$ cat src/hdl/rtpfua_pkg.sv
// shared constants for the h264 rtp fu-a packetizer
// no dependencies
package rtpfua_pkg;
	localparam int NAL_LENGTH_BITS = 24;
	localparam logic [2:0] REG_MTU = 3'd0;
	localparam logic [2:0] REG_PT = 3'd1;
	localparam logic [2:0] REG_CHAN = 3'd2;
	localparam logic [2:0] REG_SSRC = 3'd3;
	localparam logic [2:0] REG_TICKS = 3'd4;
	localparam logic [2:0] REG_CYCLE = 3'd5;
	localparam logic [7:0] DOLLAR = 8'h24;
	localparam logic [7:0] RTP_V2 = 8'h80;
	localparam logic [7:0] FU_A_TYPE = 8'd28;
	localparam logic [4:0] IDR_TYPE = 5'd5;

	// controller to datapath
	typedef struct packed {
		logic start_div;  // begin stamp modulo
		logic start_mul;  // begin ticks multiply
		logic latch_nal;  // take first-byte fields
		logic open_pkt;   // compute packet size, select header
		logic [4:0] hdr_idx; // header byte index
		logic emit_hdr;
		logic emit_pay;
		logic bump_seq;
	} cmd_t;

	typedef struct packed {
		logic div_done;
		logic mul_done;
		logic frag;       // unit takes fu-a mode
		logic need_pkt;   // next payload byte opens a fragment
		logic pay_last;   // payload byte closes packet
		logic unit_open;  // unit in progress
		logic zero_len;
	} sts_t;
endpackage

$ cat src/hdl/rtpfua_datapath.sv
// datapath: config registers, stamp modulo and multiply, counters, byte mux
// depends on rtpfua_pkg
module rtpfua_datapath import rtpfua_pkg::*; (
	input  logic clk,
	input  logic arst_n,
	input  logic cfg_we,
	input  logic [2:0] cfg_index,
	input  logic [31:0] cfg_data,
	input  logic [7:0] in_byte,
	input  logic [NAL_LENGTH_BITS-1:0] in_len,
	input  logic in_first,
	input  logic [31:0] in_stamp,
	input  logic in_take,
	input  cmd_t cmd,
	output sts_t sts,
	output logic [7:0] byte_o,
	output logic last_o,
	output logic key_o
);
	logic [15:0] mtu_q;
	logic [6:0] pt_q;
	logic [7:0] chan_q, hdr_q, pay_q;
	logic [31:0] ssrc_q, cycle_q, ts_q, stamp_q;
	logic [22:0] ticks_q;
	logic [15:0] seq_q, frem_q, plen_q;
	logic [NAL_LENGTH_BITS-1:0] off_q, tot_q;
	logic frag_q, pend_q, mark_q, endf_q;
	// modulo: restoring, one bit a cycle
	logic [32:0] rem_q;
	logic [31:0] quo_q;
	logic [5:0] dcnt_q;
	logic div_busy_q;
	// multiply: 8 bits of stamp a cycle
	logic [2:0] mcnt_q;
	logic mul_busy_q;
	logic [31:0] mod_q, acc_q;

	logic [15:0] chunk;
	logic [NAL_LENGTH_BITS-1:0] left;
	logic [32:0] trial;
	logic [31:0] pp;
	logic lend;

	assign chunk = (mtu_q < 16'd3) ? 16'd1 : mtu_q - 16'd2;
	assign left = tot_q - off_q;
	assign lend = left <= {{(NAL_LENGTH_BITS-16){1'b0}}, chunk};
	assign trial = {rem_q[31:0], quo_q[31]} - {1'b0, cycle_q};
	assign pp = ticks_q * mod_q[31:24];

	always_ff @(posedge clk or negedge arst_n) begin
		if (!arst_n) begin
			mtu_q <= 16'd1400; pt_q <= 7'd96; chan_q <= '0; ssrc_q <= '0;
			ticks_q <= 23'd90; cycle_q <= 32'd46800000;
			seq_q <= '0; ts_q <= '0; off_q <= '0; tot_q <= '0; frem_q <= '0;
			frag_q <= 1'b0; pend_q <= 1'b0; hdr_q <= '0;
			div_busy_q <= 1'b0; mul_busy_q <= 1'b0;
			pay_q <= '0; stamp_q <= '0; rem_q <= '0; quo_q <= '0; dcnt_q <= '0;
			mcnt_q <= '0; mod_q <= '0; acc_q <= '0; plen_q <= '0;
			mark_q <= 1'b0; endf_q <= 1'b0;
		end else begin
			if (cfg_we) begin
				unique case (cfg_index)
					REG_MTU:   mtu_q <= cfg_data[15:0];
					REG_PT:    pt_q <= cfg_data[6:0];
					REG_CHAN:  chan_q <= cfg_data[7:0];
					REG_SSRC:  ssrc_q <= cfg_data;
					REG_TICKS: ticks_q <= cfg_data[22:0];
					REG_CYCLE: cycle_q <= cfg_data;
					default: ;
				endcase
			end
			if (in_take) begin
				pay_q <= in_byte;
				if (in_first) begin
					stamp_q <= in_stamp;
					if (in_len == '0) begin
						tot_q <= '0; off_q <= '0; frem_q <= '0;
					end
				end
			end
			if (cmd.start_div) begin
				div_busy_q <= (cycle_q != '0);
				rem_q <= '0; quo_q <= stamp_q; dcnt_q <= '0;
				mod_q <= stamp_q;
			end else if (div_busy_q) begin
				if (!trial[32]) rem_q <= trial;
				else rem_q <= {rem_q[31:0], quo_q[31]};
				quo_q <= {quo_q[30:0], 1'b0};
				dcnt_q <= dcnt_q + 6'd1;
				if (dcnt_q == 6'd31) begin
					div_busy_q <= 1'b0;
					mod_q <= trial[32] ? {rem_q[30:0], quo_q[31]} : trial[31:0];
				end
			end
			if (cmd.start_mul) begin
				mul_busy_q <= 1'b1; mcnt_q <= '0; acc_q <= '0;
			end else if (mul_busy_q) begin
				acc_q <= {acc_q[23:0], 8'd0} + pp;
				mod_q <= {mod_q[23:0], 8'd0};
				mcnt_q <= mcnt_q + 3'd1;
				if (mcnt_q == 3'd3) begin
					mul_busy_q <= 1'b0;
					ts_q <= {acc_q[23:0], 8'd0} + pp;
				end
			end
			if (cmd.latch_nal) begin
				tot_q <= in_len;
				// single units count the first byte when it is sent
				off_q <= (in_len > {{(NAL_LENGTH_BITS-16){1'b0}}, chunk}) ?
					{{(NAL_LENGTH_BITS-1){1'b0}}, 1'b1} : '0;
				hdr_q <= pay_q; frem_q <= '0;
				frag_q <= in_len > {{(NAL_LENGTH_BITS-16){1'b0}}, chunk};
				pend_q <= in_len > {{(NAL_LENGTH_BITS-16){1'b0}}, chunk};
			end
			if (cmd.open_pkt) begin
				if (!frag_q) begin
					plen_q <= tot_q[15:0] + 16'd12; mark_q <= 1'b1;
				end else begin
					endf_q <= lend; mark_q <= lend;
					plen_q <= (lend ? left[15:0] : chunk) + 16'd14;
					frem_q <= lend ? left[15:0] : chunk;
				end
			end
			if (cmd.bump_seq) seq_q <= seq_q + 16'd1;
			if (cmd.emit_hdr && cmd.hdr_idx == 5'd17) pend_q <= 1'b0;
			if (cmd.emit_pay) begin
				off_q <= off_q + 1'b1;
				if (frag_q) frem_q <= frem_q - 16'd1;
			end
		end
	end

	always_comb begin
		byte_o = 8'd0; last_o = 1'b0; key_o = 1'b0;
		if (cmd.emit_hdr) begin
			unique case (cmd.hdr_idx)
				5'd0: byte_o = DOLLAR;
				5'd1: byte_o = chan_q;
				5'd2: byte_o = plen_q[15:8];
				5'd3: byte_o = plen_q[7:0];
				5'd4: byte_o = RTP_V2;
				5'd5: byte_o = {mark_q, pt_q};
				5'd6: byte_o = seq_q[15:8];
				5'd7: byte_o = seq_q[7:0];
				5'd8: byte_o = ts_q[31:24];
				5'd9: byte_o = ts_q[23:16];
				5'd10: byte_o = ts_q[15:8];
				5'd11: byte_o = ts_q[7:0];
				5'd12: byte_o = ssrc_q[31:24];
				5'd13: byte_o = ssrc_q[23:16];
				5'd14: byte_o = ssrc_q[15:8];
				5'd15: byte_o = ssrc_q[7:0];
				5'd16: byte_o = (hdr_q & 8'h60) + FU_A_TYPE;
				5'd17: byte_o = {pend_q, endf_q, 1'b0, hdr_q[4:0]};
				default: byte_o = 8'd0;
			endcase
		end else if (cmd.emit_pay) begin
			byte_o = pay_q;
			last_o = sts.pay_last;
			key_o = sts.pay_last && !frag_q && hdr_q[4:0] == IDR_TYPE;
		end
	end

	assign sts.div_done = !div_busy_q;
	assign sts.mul_done = !mul_busy_q;
	assign sts.frag = frag_q;
	assign sts.need_pkt = frem_q == '0;
	assign sts.pay_last = frag_q ? (frem_q == 16'd1)
		: (off_q + 1'b1 == tot_q);
	assign sts.unit_open = off_q < tot_q;
	assign sts.zero_len = in_len == '0;
endmodule

$ cat src/hdl/rtpfua_ctrl.sv
// controller: sequences timestamp math, packet headers and payload bytes
// depends on rtpfua_pkg
module rtpfua_ctrl import rtpfua_pkg::*; (
	input  logic clk,
	input  logic arst_n,
	input  logic in_valid,
	input  logic in_first,
	output logic in_stall,
	output logic out_valid,
	input  logic out_stall,
	input  sts_t sts,
	output cmd_t cmd
);
	localparam logic [2:0] S_IDLE = 3'd0;
	localparam logic [2:0] S_DIV = 3'd1;
	localparam logic [2:0] S_MUL = 3'd2;
	localparam logic [2:0] S_OPEN = 3'd3;
	localparam logic [2:0] S_HDR = 3'd4;
	localparam logic [2:0] S_PAY = 3'd5;
	localparam logic [2:0] S_DECIDE = 3'd6;

	logic [2:0] state_q;
	logic [4:0] idx_q;
	logic take;

	assign in_stall = state_q != S_IDLE;
	assign take = in_valid && !in_stall;

	always_comb begin
		cmd = '0;
		cmd.hdr_idx = idx_q;
		out_valid = 1'b0;
		unique case (state_q)
			S_DECIDE: begin
				cmd.start_div = 1'b1;
				cmd.latch_nal = 1'b1;
			end
			S_DIV: cmd.start_mul = sts.div_done;
			S_MUL: ;
			S_OPEN: cmd.open_pkt = 1'b1;
			S_HDR: begin
				out_valid = 1'b1;
				cmd.emit_hdr = !out_stall;
				cmd.bump_seq = !out_stall && idx_q == 5'd15;
			end
			S_PAY: begin
				out_valid = 1'b1;
				cmd.emit_pay = !out_stall;
			end
			default: ;
		endcase
	end

	always_ff @(posedge clk or negedge arst_n) begin
		if (!arst_n) begin
			state_q <= S_IDLE; idx_q <= '0;
		end else begin
			unique case (state_q)
				S_IDLE: if (take) begin
					if (in_first) begin
						if (!sts.zero_len) state_q <= S_DECIDE;
					end else if (sts.unit_open) begin
						if (sts.frag && sts.need_pkt) state_q <= S_OPEN;
						else state_q <= S_PAY;
					end
				end
				S_DECIDE: state_q <= S_DIV;
				S_DIV: if (sts.div_done) state_q <= S_MUL;
				S_MUL: if (sts.mul_done) begin
					// single-packet units open immediately; fu-a waits for next byte
					state_q <= sts.frag ? S_IDLE : S_OPEN;
				end
				S_OPEN: begin
					idx_q <= '0; state_q <= S_HDR;
				end
				S_HDR: if (!out_stall) begin
					idx_q <= idx_q + 5'd1;
					if ((sts.frag && idx_q == 5'd17) || (!sts.frag && idx_q == 5'd15))
						state_q <= S_PAY;
				end
				S_PAY: if (!out_stall) state_q <= S_IDLE;
				default: state_q <= S_IDLE;
			endcase
		end
	end

	a_stall_busy: assert property (@(posedge clk) disable iff (!arst_n)
		out_valid |-> in_stall) else $error("input taken while emitting");
	a_hdr_pay: assert property (@(posedge clk) disable iff (!arst_n)
		(state_q == S_HDR && !out_stall && idx_q == 5'd17) |=> state_q == S_PAY)
		else $error("fu header not followed by payload");
	a_idx: assert property (@(posedge clk) disable iff (!arst_n)
		state_q == S_HDR |-> idx_q <= 5'd17) else $error("header index overrun");
endmodule

$ cat src/hdl/h264_rtp_fua_packetizer_unit.sv
// sequence: a unit's first byte starts the stamp modulo, then the multiply; a single-packet unit
// then emits its header and first byte (the modulo is skipped with the cycle register 0)
// input: no new nal byte is taken until the last one is sent; a byte that opens a fragment
// first emits its fu-a header, and a fu-a unit's first byte emits nothing
// reset: asynchronous active-low arst_n restores register defaults and clears state
// top level: joins rtpfua_ctrl and rtpfua_datapath
// depends on rtpfua_pkg
module h264_rtp_fua_packetizer_unit import rtpfua_pkg::*; (
	input  logic clk,
	input  logic arst_n,
	input  logic cfg_we,
	input  logic [2:0] cfg_index,
	input  logic [31:0] cfg_data,
	input  logic in_valid,
	output logic in_stall,
	input  logic [7:0] nal_byte,
	input  logic [NAL_LENGTH_BITS-1:0] nal_length,
	input  logic first_of_nal,
	input  logic [31:0] stamp_ms,
	output logic out_valid,
	input  logic out_stall,
	output logic [7:0] out_byte,
	output logic last_of_packet,
	output logic key_packet
);
	cmd_t cmd;
	sts_t sts;
	logic take;
	logic [NAL_LENGTH_BITS-1:0] len_q;

	assign take = in_valid && !in_stall;
	always_ff @(posedge clk or negedge arst_n) begin
		if (!arst_n) len_q <= '0;
		else if (take) len_q <= nal_length;
	end

	rtpfua_ctrl u_ctrl (
		.clk(clk), .arst_n(arst_n), .in_valid(in_valid), .in_first(first_of_nal),
		.in_stall(in_stall), .out_valid(out_valid), .out_stall(out_stall),
		.sts(sts), .cmd(cmd)
	);

	rtpfua_datapath u_dp (
		.clk(clk), .arst_n(arst_n), .cfg_we(cfg_we), .cfg_index(cfg_index),
		.cfg_data(cfg_data), .in_byte(nal_byte), .in_len(take ? nal_length : len_q),
		.in_first(first_of_nal), .in_stamp(stamp_ms), .in_take(take), .cmd(cmd),
		.sts(sts), .byte_o(out_byte), .last_o(last_of_packet), .key_o(key_packet)
	);
endmodule

$ cat config.mk
export PLATFORM = sky130hd
export DESIGN_NAME = h264_rtp_fua_packetizer_unit
export DESIGN_NICKNAME = d
export VERILOG_FILES = /design/src/hdl/rtpfua_pkg.sv /design/src/hdl/rtpfua_datapath.sv /design/src/hdl/rtpfua_ctrl.sv /design/src/hdl/h264_rtp_fua_packetizer_unit.sv
export SDC_FILE = /design/constraint.sdc
export NUM_CORES = 2
export LEC_CHECK = 0
export BUFFER_PORTS_ARGS = -buffer_cell sky130_fd_sc_hd__buf_2
export CAP_MARGIN = 40
export CORE_ASPECT_RATIO = 0.8
export CORE_MARGIN = 3
export CORE_UTILIZATION = 43
export CTS_CLUSTER_DIAMETER = 50
export DETAILED_ROUTE_END_ITERATION = 10
export PLACE_DENSITY = 0.63
export SKIP_LAST_GASP = 1
export SYNTH_ARGS = -nofsm -noshare
export SYNTH_HDL_FRONTEND = slang
export SYNTH_SLANG_ARGS = --single-unit
$ cat constraint.sdc
create_clock -name clk -period 6.8 [get_ports clk]
set_input_delay 0.68 -clock clk [delete_from_list [all_inputs] [get_ports clk]]
set_output_delay 0.68 -clock clk [all_outputs]
set_load 0.03 [all_outputs]
==> flow_metrics.tcl <==
set metrics [dict create \
    status "finished, violations left" \
    violations "negative hold slack" \
    wl_per_cell_um 21.1 \
    path_buf_inv 2 \
    critPathArrivalTime_ns 6.79 \
    pin_count 117 \
    cp_common_cell "ha_1" \
    multiInputGateArea_um2 18800 \
    num_vias 25200 \
    synthDistinctLibCells 87 \
    synth.most_common_cell "dfrtp_1" \
    post_cts_resized 0 \
    yosysSeqAreaShare_pct 36.2 \
    dpl.cell_count 4318 \
    wl_um 93600 \
    drt_iter0_markers 2310 \
    grt.total_usage_pct 24.2 \
    r2r_start "u_dp.off_q[10]" \
    die_w_um 310 \
    setup_violations 0 \
    cts_root_buffer "clkbuf_16" \
    synth_edf_count 0 \
    start_util_pct 43.8 \
    maxSlewViolCount 0 \
    timing.rr.end "u_dp.plen_q[11]" \
    fin_tns_setup_ns 0 \
    drt-vias-per-instance 5.68 \
    finalCritPeriodShare_pct 92.0 \
    layout.area.seq_um2 11500 \
    slowest_stage "or4_1" \
    ys_top_cells_by_count "dfrtp_1 (439), nand2_1 (370), inv_1 (254)" \
    cts_tree "done" \
    grt_pass1_wl_um 147000 \
    antenna_left 0 \
    yosysTopAreaCell "dfrtp_1" \
    ff2ff_path_depth 26 \
    ir_worst_vdd_v 0.000230 \
    timing.fmax_ghz 0.160 \
    synthesis.area_um2 31900 \
    cp.required_ns 7.33 \
    core_area_um2 72800 \
    instances_no_fill 4429 \
    slowest_delay_ns 0.57 \
    synthCells 3326 \
    rsz0062_at_grt "false" \
    drive_above_1_share_pct 14.8 \
    async_flop_share_pct 100 \
    gp_congestion 0.946 \
    die_h_um 250 \
    synth.top_cell.area_share_pct 34.5 \
    drv_cap 0 \
    clk_path_buf_depth 3 \
    io_buffers 116 \
    path_delay_family "compound AO/OA/AOI/OAI gates" \
    synth_fp_nets 3739 \
    worst_slew_pin_slew_ns 0.948 \
    overflow 0 \
    syn_avg_cell_area_um2 9.58 \
    r2r_slack_ns 0.54 \
    antenna_found_initial 12 \
    place_hpwl_um 70400 \
    fin_total_pwr_uw 18300 \
    end_kind "flop" \
    grt_max_degree 172 \
    ctsHoldBuffers 0 \
    holdWs_ns -0.00711 \
    hold_viol 2 \
    crit_type "reg -> reg" \
    rows 88 \
    min-delay-path-class "in -> async" \
    clkSlewWorstSetupHoldPaths_ns 0.07 \
    drc 0 \
    drt_first_pass_iters 6 \
    synth_warnings 0 \
    ys_ff_latch 460 \
    cts_sinks 460 \
    dieArea_um2 77500 \
    synthTopCellsByArea "dfrtp_1 (34%), fa_1 (9.4%), mux2_2 (6.6%)" \
    h-tree-depth 2 \
    cts_made_buffers 57 \
    grt_pass1_vias 24200 \
    nNetsFinal 3800 \
    worst_clock_skew_ns 0.0639 \
    fill_cells 6824 \
    area_growth_pct 11.4 \
    cts_setup_buffers 0 \
    layout_min_cycle_time_ns 6.26 \
    synthFlopType "dfrtp_1" \
    clkLatencyLatePin_ns 0.66 \
    power_density_nw_per_um2 516 \
    leakage_uw 0.0166 \
    critPathLaunchType "flop" \
    slew_headroom_pct 36.8 \
    crit_path_max_fanout 9 \
]
==> how the worst max path moves through the flow <==
stage | start | slack, ns | cells after the start | end
after floorplan | u_dp.tot_q[5] | 1.15 | 27 | u_dp.plen_q[13]
after global routing | u_dp.off_q[10] | 0.13 | 26 | u_dp.plen_q[11]
after detailed placement | u_dp.off_q[10] | 0.63 | 26 | u_dp.plen_q[11]
final | u_dp.off_q[10] | 0.54 | 26 | u_dp.plen_q[11]
after global placement | u_dp.off_q[10] | 0.65 | 26 | u_dp.plen_q[9]
after CTS | u_dp.off_q[10] | 0.59 | 26 | u_dp.plen_q[11]
==> placed cells by master (no fill, tap or decap), types with 15 or more instances in the layout <==
master,Yosys,routed
o21a_1,22,22
dfstp_2,21,21
inv_1,254,254
a211oi_1,29,29
a21oi_1,170,169
mux2_2,188,188
nor3_1,51,49
a22o_1,30,30
buf_2,8,117
nand2_1,370,369
a22oi_1,50,50
dfrtp_1,439,438
xor2_1,60,60
buf_4,4,34
nor2_1,189,188
o21ai_0,205,205
and3_1,35,35
a21o_1,45,45
or3_1,22,22
xnor2_1,95,94
and2_1,108,107
nor4_1,25,25
or2_2,15,15
clkbuf_16,0,57
fa_1,150,150
ha_1,158,158
nand4_1,35,35
mux2i_1,106,106
nand2b_1,19,19
nand3_1,90,89
==> state kept, by name, summed over array words and instances, names as in the netlist, 6 cells and up <==
| signal | cells |
|---|---|
| u_dp.acc_q | 24 |
| u_dp.ts_q | 32 |
| u_dp.frem_q | 16 |
| u_dp.seq_q | 16 |
| u_dp.stamp_q | 32 |
| u_dp.pay_q | 8 |
| u_dp.mtu_q | 16 |
| u_dp.off_q | 24 |
| u_dp.rem_q | 32 |
| u_dp.chan_q | 8 |
| u_dp.ssrc_q | 32 |
| u_dp.plen_q | 16 |
| u_dp.dcnt_q | 6 |
| u_dp.quo_q | 32 |
| u_dp.tot_q | 24 |
| u_dp.mod_q | 32 |
| len_q | 24 |
| u_dp.ticks_q | 23 |
| u_dp.hdr_q | 7 |
| u_dp.pt_q | 7 |
| u_dp.cycle_q | 32 |
==> power by group <==
group          total, µW  leakage, µW  switching (µW)  internal, µW
sequential          4710      0.00581            1010          3700
clock               3250     0.000986            1320          1930
combinational      10400      0.00980            6080          4290
total              18300       0.0166            8410          9920
==> cells by family after synthesis <==
group,synth area share (%)
and+or+nand+nor,15.4
AOI/OAI and AO/OA,13.5
DFF,36.2
buffers and inverters,4.99
adders and majority gates,15.6
muxes,10.1
xor gates and xnor gates,4.26
==> per-layer routing <==
metal | track usage [%] | up-vias | routed length [µm]
met4 | 5.67 | 4 | 2120
met5 | 0 | - | 27
li1 | - | 11700 | -
met2 | 33.7 | 825 | 38700
met1 | 38.6 | 12500 | 45700
met3 | 4.35 | 126 | 7090
==> area by class of cell <==
| cell class | count | area share (%) |
|---|---|---|
| tap | 990 | 3.49 |
| inverter | 258 | 2.73 |
| timing repair buffer | 155 | 2.58 |
| antenna | 3 | 0.0211 |
| clock buffer | 76 | 4.44 |
| clock inverter | 32 | 1.28 |
| multi-input combinational | 2455 | 53.0 |
| sequential | 460 | 32.5 |
==> metrics by stage <==
step	worst slack [ns]	instance area, µm²	utilization (%)
2_1_floorplan	1.15	31900	-
3_3_place_gp	0.653	33400	45.9
3_5_place_dp	0.633	33500	46.0
4_1_cts	0.587	35500	48.8
5_1_grt	0.132	35500	48.8
6_report	0.541	35500	48.8
No activity file was read; power rests on OpenSTA's default activity.
